`src/rtl/cbt_pkg.sv`:
```
// shared widths, command and status codes and control types for the barrier table
`timescale 1ns / 1ps

package cbt_pkg;

  localparam int unsigned CMD_W    = 2;
  localparam int unsigned ID_W     = 4;
  localparam int unsigned PART_W   = 8;
  localparam int unsigned ST_W     = 2;
  localparam int unsigned CNT_W    = 8;
  localparam int unsigned ID_REACH = 16;

  localparam logic [CMD_W-1:0] CMD_ALLOC  = 2'd0;
  localparam logic [CMD_W-1:0] CMD_ARRIVE = 2'd1;
  localparam logic [CMD_W-1:0] CMD_FREE   = 2'd2;

  localparam logic [ST_W-1:0] ST_OK    = 2'd0;
  localparam logic [ST_W-1:0] ST_FULL  = 2'd1;
  localparam logic [ST_W-1:0] ST_BADID = 2'd2;

  typedef struct packed {
    logic load_in;
    logic exec;
  } cbt_dp_cmd_t;

endpackage

```
`src/rtl/cbt_if.sv`:
```
// request and response channel interfaces of the barrier table
`timescale 1ns / 1ps

interface cbt_req_if import cbt_pkg::*; ();
  logic              valid;
  logic              ready;
  logic [CMD_W-1:0]  cmd;
  logic [ID_W-1:0]   barrier_id;
  logic [PART_W-1:0] participants;

  modport source (output valid, cmd, barrier_id, participants, input ready);
  modport sink (input valid, cmd, barrier_id, participants, output ready);
endinterface

interface cbt_rsp_if import cbt_pkg::*; ();
  logic             valid;
  logic             ready;
  logic [ST_W-1:0]  status;
  logic [ID_W-1:0]  granted_id;
  logic             release_res;
  logic [CNT_W-1:0] arrivals;

  modport source (output valid, status, granted_id, release_res, arrivals, input ready);
  modport sink (input valid, status, granted_id, release_res, arrivals, output ready);
endinterface

```
`src/rtl/cbt_ctrl.sv`:
```
// barrier table controller: capture and execute sequencing, result handshake
`timescale 1ns / 1ps

module cbt_ctrl import cbt_pkg::*; (
  input  logic        clk_i,
  input  logic        rst_ni,
  input  logic        in_valid_i,
  output logic        in_ready_o,
  output logic        out_valid_o,
  input  logic        out_ready_i,
  output cbt_dp_cmd_t dp_cmd_o
);

  typedef enum logic [1:0] {
    S_IDLE = 2'b01,
    S_EXEC = 2'b10
  } state_e;

  state_e state_q, state_d;
  logic   out_valid_q, out_valid_d;
  logic   out_free;

  assign out_free         = !out_valid_q || out_ready_i;
  assign in_ready_o       = (state_q == S_IDLE);
  assign dp_cmd_o.load_in = in_valid_i && (state_q == S_IDLE);
  assign dp_cmd_o.exec    = (state_q == S_EXEC) && out_free;
  assign out_valid_o      = out_valid_q;

  always_comb begin
    state_d = state_q;
    case (state_q)
      S_IDLE: begin
        if (dp_cmd_o.load_in) state_d = S_EXEC;
      end
      S_EXEC: begin
        if (dp_cmd_o.exec) state_d = S_IDLE;
      end
      default: state_d = S_IDLE;
    endcase
  end

  always_comb begin
    if (dp_cmd_o.exec) begin
      out_valid_d = 1'b1;
    end else if (out_ready_i) begin
      out_valid_d = 1'b0;
    end else begin
      out_valid_d = out_valid_q;
    end
  end

  always_ff @(posedge clk_i or negedge rst_ni) begin
    if (!rst_ni) begin
      state_q     <= S_IDLE;
      out_valid_q <= 1'b0;
    end else begin
      state_q     <= state_d;
      out_valid_q <= out_valid_d;
    end
  end

endmodule

```
`src/rtl/cbt_dp.sv`:
```
// barrier table datapath: entry table, free-entry search, count update, result register
`timescale 1ns / 1ps

module cbt_dp import cbt_pkg::*; #(
  parameter int unsigned USABLE = 16
) (
  input  logic              clk_i,
  input  logic              rst_ni,
  input  cbt_dp_cmd_t       dp_cmd_i,
  input  logic [CMD_W-1:0]  cmd_i,
  input  logic [ID_W-1:0]   barrier_id_i,
  input  logic [PART_W-1:0] participants_i,
  output logic [ST_W-1:0]   status_o,
  output logic [ID_W-1:0]   granted_id_o,
  output logic              release_res_o,
  output logic [CNT_W-1:0]  arrivals_o
);

  localparam int unsigned IDX_W = $clog2(USABLE);

  logic [CMD_W-1:0]  cmd_q;
  logic [ID_W-1:0]   id_q;
  logic [PART_W-1:0] parts_q;

  logic [USABLE-1:0] in_use_q;
  logic [CNT_W-1:0]  count_q [USABLE];

  logic [ST_W-1:0]  status_q, status_d;
  logic [ID_W-1:0]  granted_q, granted_d;
  logic             release_q, release_d;
  logic [CNT_W-1:0] arrivals_q, arrivals_d;

  logic [IDX_W-1:0] sel_idx;
  logic             in_range;
  logic             sel_used;
  logic [IDX_W-1:0] free_idx;
  logic             found;
  logic [CNT_W-1:0] cnt_cur;
  logic [CNT_W-1:0] cnt_sat;
  logic             done;
  logic [CNT_W-1:0] cnt_next;

  always_ff @(posedge clk_i) begin
    if (dp_cmd_i.load_in) begin
      cmd_q   <= cmd_i;
      id_q    <= barrier_id_i;
      parts_q <= participants_i;
    end
  end

  assign sel_idx  = id_q[IDX_W-1:0];
  assign in_range = (ID_W+1)'(id_q) < (ID_W+1)'(USABLE);
  assign sel_used = in_range && in_use_q[sel_idx];

  // lowest-numbered free entry
  always_comb begin
    found    = 1'b0;
    free_idx = '0;
    for (int i = USABLE - 1; i >= 0; i--) begin
      if (!in_use_q[i]) begin
        found    = 1'b1;
        free_idx = IDX_W'(i);
      end
    end
  end

  assign cnt_cur  = count_q[sel_idx];
  assign cnt_sat  = (cnt_cur == '1) ? cnt_cur : cnt_cur + CNT_W'(1);
  assign done     = (cnt_sat >= parts_q);
  assign cnt_next = done ? '0 : cnt_sat;

  always_comb begin
    status_d   = ST_BADID;
    granted_d  = '0;
    release_d  = 1'b0;
    arrivals_d = '0;
    case (cmd_q)
      CMD_ALLOC: begin
        if (found) begin
          status_d  = ST_OK;
          granted_d = ID_W'(free_idx);
        end else begin
          status_d  = ST_FULL;
        end
      end
      CMD_ARRIVE: begin
        if (sel_used) begin
          status_d   = ST_OK;
          release_d  = done;
          arrivals_d = cnt_next;
        end
      end
      CMD_FREE: begin
        if (sel_used) status_d = ST_OK;
      end
      default: status_d = ST_BADID;
    endcase
  end

  always_ff @(posedge clk_i or negedge rst_ni) begin
    if (!rst_ni) begin
      in_use_q <= '0;
      count_q  <= '{default: '0};
    end else if (dp_cmd_i.exec) begin
      case (cmd_q)
        CMD_ALLOC: begin
          if (found) begin
            in_use_q[free_idx] <= 1'b1;
            count_q[free_idx]  <= '0;
          end
        end
        CMD_ARRIVE: begin
          if (sel_used) count_q[sel_idx] <= cnt_next;
        end
        CMD_FREE: begin
          if (sel_used) begin
            in_use_q[sel_idx] <= 1'b0;
            count_q[sel_idx]  <= '0;
          end
        end
        default: ;
      endcase
    end
  end

  always_ff @(posedge clk_i) begin
    if (dp_cmd_i.exec) begin
      status_q   <= status_d;
      granted_q  <= granted_d;
      release_q  <= release_d;
      arrivals_q <= arrivals_d;
    end
  end

  assign status_o      = status_q;
  assign granted_id_o  = granted_q;
  assign release_res_o = release_q;
  assign arrivals_o    = arrivals_q;

  // a released barrier always reports a cleared count
  a_release_clears: assert property (@(posedge clk_i) disable iff (!rst_ni)
    dp_cmd_i.exec |=> (!release_q || arrivals_q == '0))
    else $error("release reported with nonzero count");

  // table full is only reported when every entry is in use
  a_full_means_full: assert property (@(posedge clk_i) disable iff (!rst_ni)
    dp_cmd_i.exec |=> (status_q != ST_FULL || &in_use_q))
    else $error("full status with a free entry");

  // a granted entry is marked in use
  a_alloc_marks: assert property (@(posedge clk_i) disable iff (!rst_ni)
    (dp_cmd_i.exec && cmd_q == CMD_ALLOC && found) |=> in_use_q[$past(free_idx)])
    else $error("allocated entry not marked in use");

  // a freed entry is released to the pool
  a_free_clears: assert property (@(posedge clk_i) disable iff (!rst_ni)
    (dp_cmd_i.exec && cmd_q == CMD_FREE && sel_used) |=> !in_use_q[$past(sel_idx)])
    else $error("freed entry still in use");

endmodule

```
`src/rtl/counting_barrier_table.sv`:
```
// counting barrier table top level: controller, datapath and channel hookup
// result: registered in the execute step after its request item is captured
// ordering: a new item is taken only after the last one executes; the capture
//   and execute steps alternate; execution waits while a result is not taken
// reset: asynchronous, clears the whole table at once so every entry is free
//   with a zero count; no clearing pass, requests are taken right after reset
`timescale 1ns / 1ps

module counting_barrier_table import cbt_pkg::*; #(
  parameter int unsigned NUM_BARRIERS = 16
) (
  input  logic      clk_i,
  input  logic      rst_ni,
  cbt_req_if.sink   req_i,
  cbt_rsp_if.source rsp_o
);

  localparam int unsigned USABLE = (NUM_BARRIERS < ID_REACH) ? NUM_BARRIERS : ID_REACH;

  cbt_dp_cmd_t dp_cmd;

  cbt_ctrl u_ctrl (
    .clk_i       (clk_i),
    .rst_ni      (rst_ni),
    .in_valid_i  (req_i.valid),
    .in_ready_o  (req_i.ready),
    .out_valid_o (rsp_o.valid),
    .out_ready_i (rsp_o.ready),
    .dp_cmd_o    (dp_cmd)
  );

  cbt_dp #(
    .USABLE (USABLE)
  ) u_dp (
    .clk_i          (clk_i),
    .rst_ni         (rst_ni),
    .dp_cmd_i       (dp_cmd),
    .cmd_i          (req_i.cmd),
    .barrier_id_i   (req_i.barrier_id),
    .participants_i (req_i.participants),
    .status_o       (rsp_o.status),
    .granted_id_o   (rsp_o.granted_id),
    .release_res_o  (rsp_o.release_res),
    .arrivals_o     (rsp_o.arrivals)
  );

endmodule

```
`src/flat_wrapper.sv`:
```
// flat-port wrapper written by rule: the top's interface ports become plain ports
module counting_barrier_table_flat import cbt_pkg::*;
#(
  parameter int unsigned NUM_BARRIERS = 16
)
  (clk_i, rst_ni, req_i_valid, req_i_cmd, req_i_barrier_id, req_i_participants, req_i_ready, rsp_o_valid, rsp_o_status, rsp_o_granted_id, rsp_o_release_res, rsp_o_arrivals, rsp_o_ready);
  cbt_req_if req_i_i ();
  cbt_rsp_if rsp_o_i ();
  input  logic clk_i;
  input  logic rst_ni;
  input wire logic [$bits(req_i_i.valid)-1:0] req_i_valid;
  input wire logic [$bits(req_i_i.cmd)-1:0] req_i_cmd;
  input wire logic [$bits(req_i_i.barrier_id)-1:0] req_i_barrier_id;
  input wire logic [$bits(req_i_i.participants)-1:0] req_i_participants;
  output wire logic [$bits(req_i_i.ready)-1:0] req_i_ready;
  output wire logic [$bits(rsp_o_i.valid)-1:0] rsp_o_valid;
  output wire logic [$bits(rsp_o_i.status)-1:0] rsp_o_status;
  output wire logic [$bits(rsp_o_i.granted_id)-1:0] rsp_o_granted_id;
  output wire logic [$bits(rsp_o_i.release_res)-1:0] rsp_o_release_res;
  output wire logic [$bits(rsp_o_i.arrivals)-1:0] rsp_o_arrivals;
  input wire logic [$bits(rsp_o_i.ready)-1:0] rsp_o_ready;
  assign req_i_i.valid = req_i_valid;
  assign req_i_i.cmd = req_i_cmd;
  assign req_i_i.barrier_id = req_i_barrier_id;
  assign req_i_i.participants = req_i_participants;
  assign req_i_ready = req_i_i.ready;
  assign rsp_o_valid = rsp_o_i.valid;
  assign rsp_o_status = rsp_o_i.status;
  assign rsp_o_granted_id = rsp_o_i.granted_id;
  assign rsp_o_release_res = rsp_o_i.release_res;
  assign rsp_o_arrivals = rsp_o_i.arrivals;
  assign rsp_o_i.ready = rsp_o_ready;
  counting_barrier_table #(.NUM_BARRIERS(NUM_BARRIERS)) u_core (.clk_i(clk_i), .rst_ni(rst_ni), .req_i(req_i_i), .rsp_o(rsp_o_i));
endmodule
```
`config.mk`:
```
export PLATFORM = sky130hd
export DESIGN_NAME = counting_barrier_table_flat
export DESIGN_NICKNAME = d
export VERILOG_FILES = /design/src/rtl/cbt_pkg.sv /design/src/rtl/cbt_if.sv /design/src/rtl/cbt_ctrl.sv /design/src/rtl/cbt_dp.sv /design/src/rtl/counting_barrier_table.sv /design/src/flat_wrapper.sv
export SDC_FILE = /design/constraint.sdc
export NUM_CORES = 1
export LEC_CHECK = 0
export BUFFER_PORTS_ARGS = -buffer_cell sky130_fd_sc_hd__buf_2
export CAP_MARGIN = 15
export CORE_ASPECT_RATIO = 1.75
export CORE_MARGIN = 2
export CORE_UTILIZATION = 60
export DETAILED_ROUTE_END_ITERATION = 10
export GPL_ROUTABILITY_DRIVEN = 0
export PLACE_DENSITY = 0.8
export REMOVE_ABC_BUFFERS = 1
export SYNTH_ARGS = -nofsm -noshare
export SYNTH_HDL_FRONTEND = slang
export SYNTH_SLANG_ARGS = --single-unit
```
`constraint.sdc`:
```
create_clock -name clk_i -period 11.8 [get_ports clk_i]
set_input_delay 1.18 -clock clk_i [delete_from_list [all_inputs] [get_ports clk_i]]
set_output_delay 1.18 -clock clk_i [all_outputs]
set_load 0.1 [all_outputs]
```
Word-level counts from Yosys, hierarchy flattened:

Cells that the tools add are included.

* add/sub/neg operators: 1
* order comparisons: 9
* equal/unequal tests: 10
* muxes and demuxes: 63
* bitwise gates (word level): 9
* reduce and logical (&&, ||, !) cells: 18

Operators with widths (number)
* $mux W128: 3
* $pmux W128 S3: 1
* $and A128 B128 Y128: 2
* $not A128 Y128: 2
* $bwmux W128: 1
* $demux W8 S4: 2
* $mux W4: 16
* $mux W8: 6
* $bmux W8 S4: 1
* $mux W16: 2
* $pmux W16 S2: 1
* $mux W1: 22
* $and A16 B16 Y16: 1
* $not A16 Y16: 1
* $or A16 B16 Y16: 1
* $ge A5 B5 Y1 const B: 2
* $lt A4 B5 Y1 const B: 2
* $lt A5 B1 Y1 const B: 2
* $not A4 Y5: 2
* $add A8 B1 Y8 const B: 1
* $demux W1 S4: 2
* $eq A8 B8 Y1 const B: 1
* $ge A4 B1 Y1 const B: 2
* $ge A8 B8 Y1: 1
* other kinds (17): 33

* flip-flop bits (word level): 176
* input port bits: 18

Longest topological paths before layout:

Gate-level depths: netlist of the first run.

* depth in word-level cells: 25
* gate-level depth with buffers: 24

Hierarchy:

A second synthesis of the first run with hierarchy kept.

* cells, all modules: 678
* area, all modules: 8578.2 um^2

Modules (own cells, without submodules)
* cbt_dp: instances 1, cells an instance 666, area each 8440.6 um^2, sequential area each 4474.3 um^2
* cbt_ctrl: instances 1, cells an instance 12, area each 137.6 um^2, sequential area each 76.3 um^2

Worst setup path before layout of the first run:

Ideal clock, no wire load.

* path kind: register to register
* from: reg u_core.u_dp.id_q[0]
* to: reg u_core.u_dp.count_q[126] (netlist bit)
* setup time: 0.078 ns
* data arrival time: 4.276 ns
* required time: 11.722 ns
* setup slack: 7.446 ns
* stages on the path, launching flop included: 21
* cells stage by stage: edfxtp_1 > buf_6 > buf_8 > mux4_2 > mux4_2 > ha_1 > nand2_1 > nor3_2 > xnor2_2 > inv_2 > ha_1 > nand2b_1 > a21o_1 > a21oi_1 > o21ai_0 > o31a_1 > buf_2 > nor2_1 > clkbuf_1 > nand3_1 > o2bb2ai_1

* word-level cells in the longest chain between the ends: 11
* elaborated cells between the ends (all ways): 25

Ends and longest elaborated chain
* start: declaration: RTL line cbt_dp.sv:22 `logic [ID_W-1:0] id_q;`
* start signal: assignment: RTL line cbt_dp.sv:46 `id_q <= barrier_id_i;`
* $not A4 Y5 (implied by the code): RTL line cbt_dp.sv:67, cbt_dp.sv:113, cbt_dp.sv:118
* $bmux W8 S4: RTL line cbt_dp.sv:67 `assign cnt_cur = count_q[sel_idx];`
* $mux W8 (implied by the code) (2 in a row): RTL line cbt_dp.sv:67
* $add A8 B1 Y8 / $eq A8 B8 Y1 (equally long branches): RTL line cbt_dp.sv:68 `assign cnt_sat = (cnt_cur == '1) ? cnt_cur : cnt_cur + CNT_W'(1);`
* $mux W8: RTL line cbt_dp.sv:68
* $ge A8 B8 Y1: RTL line cbt_dp.sv:69 `assign done = (cnt_sat >= parts_q);`
* $mux W8: RTL line cbt_dp.sv:70 `assign cnt_next = done ? '0 : cnt_sat;`
* $bwmux W128: RTL line cbt_dp.sv:113 `if (sel_used) count_q[sel_idx] <= cnt_next;`
* $mux W128: RTL line cbt_dp.sv:113
* $pmux W128 S3: RTL line cbt_dp.sv:105 `case (cmd_q)`
* end signal: indexed assignment: RTL line cbt_dp.sv:113
* end: declaration: RTL line cbt_dp.sv:26 `logic [CNT_W-1:0] count_q [USABLE];`

Several ways; a longest one is shown, not always the timed one. The select of a mux whose other input is x is not followed.
A chain may end at the register's enable or synchronous reset.

Worst setup path after layout of the first run:

* from: reg u_core.u_dp.id_q[0]
* to: reg u_core.u_dp.count_q[57] (netlist bit)

Same word-level chain as after synthesis.

==> impl_metrics.py, run 1 <==
metrics = {
    "status": {
        "status": "finished clean",
    },
    "setup_path": {
        "path_cells": "buf_4, mux4_2, mux4_2, ha_1, nand2_1, nor3_2, xnor2_2, inv_2, ha_1, nand2b_1, a21o_1, a21oi_1, o21ai_0, o31a_1, nor2_1, nand3_1, o21ai_0",
        "slowest_delay_ns": 0.72,
        "critPathKind": "register to register",
        "cp-end-kind": "register",
        "arrival_ns": 6.40,
        "cp_slowest_cell": "xnor2_2",
        "rr_worst_depth": 17,
        "cp_max_fo": 41,
        "startpoint_type": "register",
        "crit_required_ns": 12.14,
    },
    "sta": {
        "rsz0062_at_grt": "no",
        "worst_slew_pin_slew_ns": 1.147,
        "setup_viol": 0,
        "slew_viol_final": 0,
        "fin_tns_setup_ns": 0,
        "min_period_over_period": 0.5132,
        "period_needed_ns": 6.056,
        "timing.fmax_ghz": 0.1651,
        "skew_ns": 0.01144,
        "hold_violations": 0,
        "relSlewSlack": 0.2299,
    },
    "run": {
        "maxCapViolations": 0,
    },
    "die": {
        "num_rows": 57,
        "dieHeight_um": 162.3,
        "pin_count": 35,
        "die_area_um2": 15330,
        "start_util": 0.6148,
        "die_w_um": 94.47,
        "coreArea_um2": 13980,
    },
    "global_routing": {
        "grt_pass1_wl_mm": 38.93,
        "track_usage": 0.3454,
        "grt_max_degree": 81,
        "antenna_found_initial": 0,
        "grt_overflow_total": 0,
        "grt_pass1_vias": 6894,
    },
    "clock_tree": {
        "cts.repair.resized": 0,
        "cts_made_buffers": 17,
        "cts_hold_buffers": 0,
        "insertion_delay_ns": 0.43,
        "clkTransAtPathRegs_ns": 0.07,
        "cts_setup_buffers": 0,
        "htree_levels": 4,
        "tritoncts": "yes",
        "root_buffer": "clkbuf_16",
        "ctsLongestPathBuffers": 2,
        "cts_sinks": 176,
    },
    "hold_path": {
        "holdPathStages": 1,
        "hp-class": "register to register",
    },
    "logic_synthesis": {
        "syn_area_um2": 8594,
        "yosysMostFrequentCell": "dfrtp_1",
        "synth_warnings": 0,
        "synth_edf_count": 29,
        "ys_seq_area_frac": 0.5295,
        "async_reset_ff_frac": 0.8352,
        "synth_seq_cells": 176,
        "syn_avg_cell_area_um2": 12.21,
        "synth.distinct_cells": 62,
        "ys_dominant_reg_cell": "dfrtp_1",
        "synth_area_leaders": "dfrtp_1 (43%), edfxtp_1 (10%), mux4_2 (9.7%)",
        "synth_top_area_share": 0.4251,
        "synth_top_area_cell": "dfrtp_1",
        "postSynthCellCount": 704,
        "synth_common_cells": "dfrtp_1 (146), a22o_1 (95), nor2_1 (57)",
    },
    "drt": {
        "firstDrtPassIters": 6,
        "drt_wl_total_mm": 25.09,
        "maxUsedRoutingLayer": "met4",
        "dr_wl_met2_mm": 12.11,
        "ant_nets": 0,
        "via_count": 6630,
        "avgViaCountPerCell": 7.222,
        "drc": 0,
        "dr_wl_met3_mm": 2.076,
        "met1_length_mm": 8.484,
        "wl_per_cell_um": 27.33,
        "drtIter0Drc": 911,
    },
    "layout": {
        "antennaDiodeCount": 0,
        "drive_above_1_share": 0.1808,
        "syn_to_final_growth_pct": 9.419,
        "nets": 759,
        "final_cells": 918,
    },
    "power": {
        "vdd_ir_drop_max_mv": 0.09831,
        "power_leakage_nw": 4.007,
        "p_per_area_nw_per_um2": 140.7,
    },
    "place": {
        "dp.cells": 884,
        "dp_hpwl_mm": 17.18,
        "port_buffers": 34,
    },
}
==> critical path, delay by kind of cell, from the launching register on <==
family / cells / cell delay [ns]
muxes: 2 / 1.13
DFF: 1 / 0.32
xor gates and xnor gates: 1 / 0.72
AOI/OAI and AO/OA: 5 / 1.10
buffers and inverters: 2 / 0.72
adders and majority gates: 2 / 0.60
and+or+nand+nor: 5 / 1.35
==> worst paths after layout <==
check                                          from                        to  slack, ns
min                        u_core.u_dp.count_q[107]  u_core.u_dp.count_q[107]       0.49
max reg2reg                     u_core.u_dp.id_q[0]   u_core.u_dp.count_q[57]       5.74
min in group asynchronous                    rst_ni   u_core.u_dp.count_q[72]       0.77
max                             u_core.u_dp.id_q[0]   u_core.u_dp.count_q[57]       5.74
max in group asynchronous                    rst_ni   u_core.u_dp.count_q[78]       9.64
min reg2reg                u_core.u_dp.count_q[107]  u_core.u_dp.count_q[107]       0.49
==> area by class of cell <==
| class | count | area, µm² |
|---|---|---|
| clock buffers | 21 | 483.0 |
| clock inverters | 11 | 95.09 |
| fillers | 1015 | 4574 |
| inverters | 24 | 90.09 |
| multi-input cells | 466 | 3720 |
| flip-flops and latches | 176 | 4551 |
| well taps | 177 | 221.5 |
| repair buffers | 43 | 244.0 |
==> stage by stage <==
stage                     hold slack (ns)  worst slack (ns)  cell area (µm²)    util  total power [W]
after floorplan                    0.4453             5.928             8361       -        0.0007324
after global placement             0.4704             5.983             8811  0.6303        0.0007732
after detailed placement           0.4750             5.768             8811  0.6303        0.0007764
after CTS                          0.4920             5.653             9389  0.6717         0.001320
after global routing               0.5074             5.374             9404  0.6728         0.001359
final                              0.4894             5.744             9404  0.6728         0.001323
==> power by group <==
group	switching, W	internal [W]
Clock	0.000253	0.000300
Combinational	0.0000944	0.0000320
Sequential	0.0000118	0.000631
==> cell usage in the layout (no fill, tap or decap), drive strengths merged, types with 8 or more instances in the layout <==
| cell type | instances |
|---|---|
| dfrtp | 146 |
| a22o | 95 |
| nor2 | 58 |
| nand2 | 55 |
| o21ai | 47 |
| buf | 43 |
| mux4 | 37 |
| o2bb2ai | 30 |
| inv | 30 |
| edfxtp | 29 |
| nand3 | 26 |
| clkbuf | 21 |
| ha | 13 |
| nor2b | 12 |
| a22oi | 10 |
| o22ai | 8 |
| mux2i | 8 |
==> sequential cells by signal (all words and copies together), names as in the netlist <==
register and flops:
u_core.u_dp.id_q 4, u_core.u_dp.parts_q 8, u_core.u_ctrl.state_q 2, u_core.u_dp.cmd_q 2
u_core.u_dp.granted_id_o 4, u_core.u_dp.status_o 2, u_core.u_ctrl.out_valid_o 1, u_core.u_dp.count_q 128
u_core.u_dp.arrivals_o 8, u_core.u_dp.release_res_o 1, u_core.u_dp.in_use_q 16
==> per-layer routing <==
| layer | GRT usage | vias up |
|---|---|---|
| met5 | 0 | - |
| met1 | 0.4110 | 3246 |
| met2 | 0.5373 | 493 |
| met4 | 0.2760 | 0 |
| li1 | - | 2742 |
| met3 | 0.07328 | 149 |
==> cells by family (layout without fill, tap and decap cells) <==
| family | count (synthesis) | count (layout) | synth area share |
|---|---|---|---|
| AOI/OAI and AO/OA | 220 | 220 | 0.1978 |
| buffers and inverters | 62 | 99 | 0.03771 |
| DFF | 176 | 176 | 0.5295 |
| xor gates and xnor gates | 1 | 1 | 0.001893 |
| muxes | 47 | 47 | 0.1117 |
| and+or+nand+nor | 185 | 185 | 0.1025 |
| adders and majority gates | 13 | 13 | 0.01893 |
No activity file was read; power rests on OpenSTA's default activity.
==> run 2: changes to the inputs <==
==> constraint.sdc (replaced) <==
create_clock -name clk_i -period 6.1 [get_ports clk_i]
set_input_delay 0.61 -clock clk_i [delete_from_list [all_inputs] [get_ports clk_i]]
set_output_delay 0.61 -clock clk_i [all_outputs]
set_load 0.1 [all_outputs]
==> run 2 against run 1 <==
First-iteration DRC count down 23%. Highest routed layer unchanged. Global-route usage up 0.77 points. Clock skew down 0.0020 ns.
==> impl_metrics.py, run 2 (same netlist as run 1, synthesis figures left out) <==
metrics = {
    "status": {
        "status": "finished clean",
    },
    "global_routing": {
        "met2_usage": 0.5718,
        "busiest_layer": "met2",
        "grt_pass1_wl_mm": 39.38,
        "use_met3": 0.06818,
        "grt_pass1_vias": 7034,
        "grt_overflow_total": 0,
        "grt_max_degree": 89,
        "antenna_found_initial": 0,
        "grtUsageMet1": 0.4074,
        "track_usage": 0.3530,
    },
    "die": {
        "die_w_um": 94.47,
        "start_util": 0.6148,
        "dieHeight_um": 162.3,
        "num_rows": 57,
        "coreArea_um2": 13980,
        "pin_count": 35,
        "die_area_um2": 15330,
    },
    "layout": {
        "antennaDiodeCount": 0,
        "nets": 770,
        "final_cell_mix": "dfrtp_1 (146), a22o_1 (95), nor2_1 (57)",
        "top_regs": "u_core.u_dp.count_q (128), u_core.u_dp.in_use_q (16)",
        "final_cells": 929,
        "drive_above_1_share": 0.1941,
        "final_core_util": 0.6822,
        "top_register": "u_core.u_dp.count_q",
        "fill_cells": 1025,
        "final_common_cell": "dfrtp_1",
        "largest_reg_flops": 128,
        "syn_to_final_growth_pct": 10.96,
    },
    "sta": {
        "min_period_over_period": 0.9236,
        "timing.fmax_ghz": 0.1775,
        "period_needed_ns": 5.634,
        "skew_ns": 0.009473,
        "hold_violations": 0,
        "worst_slew_pin_slew_ns": 1.089,
        "slew_viol_final": 0,
        "setup_viol": 0,
        "whs_ns": 0.1235,
        "relSlewSlack": 0.2722,
        "fin_tns_setup_ns": 0,
        "rsz0062_at_grt": "no",
    },
    "power": {
        "p_per_area_nw_per_um2": 275.3,
        "vdd_ir_drop_max_mv": 0.2957,
        "power_leakage_nw": 4.084,
    },
    "setup_path": {
        "path_cells": "buf_4, nor2b_1, a22oi_1, nand2_2, ha_1, nand2_1, nor3_2, a21oi_2, inv_2, ha_1, a21o_1, a21oi_1, o21ai_0, o31a_1, nor2_1, buf_4, nand3_1, o2bb2ai_1",
        "r2r-start": "u_core.u_dp.id_q[3]",
        "critPathTopFamily": "simple AND/OR/NAND/NOR gates",
        "critPathKind": "register to register",
        "cp_max_fo": 16,
        "cp_slowest_cell": "nor2b_1",
        "startpoint_type": "register",
        "arrival_ns": 5.98,
        "slowest_delay_ns": 0.72,
        "reg2reg_slack_ns": 0.47,
        "r2r_end": "u_core.u_dp.count_q[75]",
        "crit_buf_inv": 3,
        "crit_required_ns": 6.45,
        "cp-end-kind": "register",
        "rr_worst_depth": 18,
    },
    "place": {
        "dp.cells": 896,
        "dp_hpwl_mm": 18.14,
        "port_buffers": 34,
    },
    "clock_tree": {
        "insertion_delay_ns": 0.44,
        "clkTransAtPathRegs_ns": 0.07,
        "root_buffer": "clkbuf_16",
        "cts_setup_buffers": 0,
        "ctsLongestPathBuffers": 2,
        "cts_hold_buffers": 0,
        "htree_levels": 4,
        "cts_made_buffers": 17,
        "cts_sinks": 176,
        "cts.repair.resized": 0,
        "tritoncts": "yes",
    },
    "hold_path": {
        "hp-class": "primary input to asynchronous set/reset pin",
    },
    "drt": {
        "ant_nets": 0,
        "drtIter0Drc": 700,
        "avgViaCountPerCell": 7.332,
        "via_count": 6811,
        "wl_per_cell_um": 27.36,
        "drt_wl_total_mm": 25.42,
        "drc": 0,
        "firstDrtPassIters": 7,
    },
    "run": {
        "maxCapViolations": 0,
    },
}
-- run 2: changes by cell type in the layout (fill, tap and decap cells not counted), sizes merged --
cell / before / now
buf: 43 / 54
inv: 30 / 31
clkbuf: 21 / 20
bufinv: 0 / 2
clkinv: 3 / 1
-- run 2: stage by stage --
step / cell area, µm² / total power (W) / setup WS (ns)
finish: 9537 / 0.002626 / 0.4662
floorplan: 8361 / 0.001417 / 0.2280
global route: 9537 / 0.002694 / 0.2902
detailed placement: 8901 / 0.001510 / 0.7807
CTS: 9509 / 0.002619 / 0.6687
global placement: 8901 / 0.001504 / 0.9747
-- run 2: cell type report --
cell class	instances	area, µm²	area share
Clock buffer	20	467.9	0.04907
Clock inverter	12	140.1	0.01469
Inverter	24	90.09	0.009446
Multi-Input combinational cell	466	3720	0.3901
Sequential cell	176	4551	0.4772
Tap cell	177	221.5	0.02322
Timing Repair Buffer	54	346.6	0.03634
-- run 2: per-layer routing --
| layer | share of wire | up-vias |
|---|---|---|
| met5 | 0 | - |
| met4 | 0.096 | 0 |
| met3 | 0.088 | 187 |
| met2 | 0.49 | 541 |
| met1 | 0.33 | 3318 |
| li1 | - | 2765 |
-- run 2: where the power goes --
part | internal [W] | switching, W | total, W | leakage (nW)
logic | 0.0000668 | 0.000178 | 0.000245 | 1.48
registers | 0.00122 | 0.0000299 | 0.00125 | 2.31
clock network | 0.000646 | 0.000483 | 0.00113 | 0.294
-- run 2: worst max-delay path by stage --
stage	startpoint	to	cells after the start
floorplan	u_core.u_dp.id_q[0]	u_core.u_dp.arrivals_o[2]	15
global placement	u_core.u_dp.id_q[3]	u_core.u_dp.count_q[22]	19
detailed placement	u_core.u_dp.id_q[3]	u_core.u_dp.count_q[75]	18
CTS	u_core.u_dp.id_q[3]	u_core.u_dp.count_q[75]	18
global route	u_core.u_dp.id_q[3]	u_core.u_dp.count_q[30]	18
finish	u_core.u_dp.id_q[3]	u_core.u_dp.count_q[75]	18
-- run 2: worst register-to-register path, cell delays in order (launching register included) --
cell	delay, ns
edfxtp_1	0.58
buf_4	0.27
nor2b_1	0.72
a22oi_1	0.26
nand2_2	0.20
ha_1	0.25
nand2_1	0.14
nor3_2	0.36
a21oi_2	0.13
inv_2	0.29
ha_1	0.30
a21o_1	0.16
a21oi_1	0.14
o21ai_0	0.10
o31a_1	0.42
nor2_1	0.60
buf_4	0.26
nand3_1	0.11
o2bb2ai_1	0.26
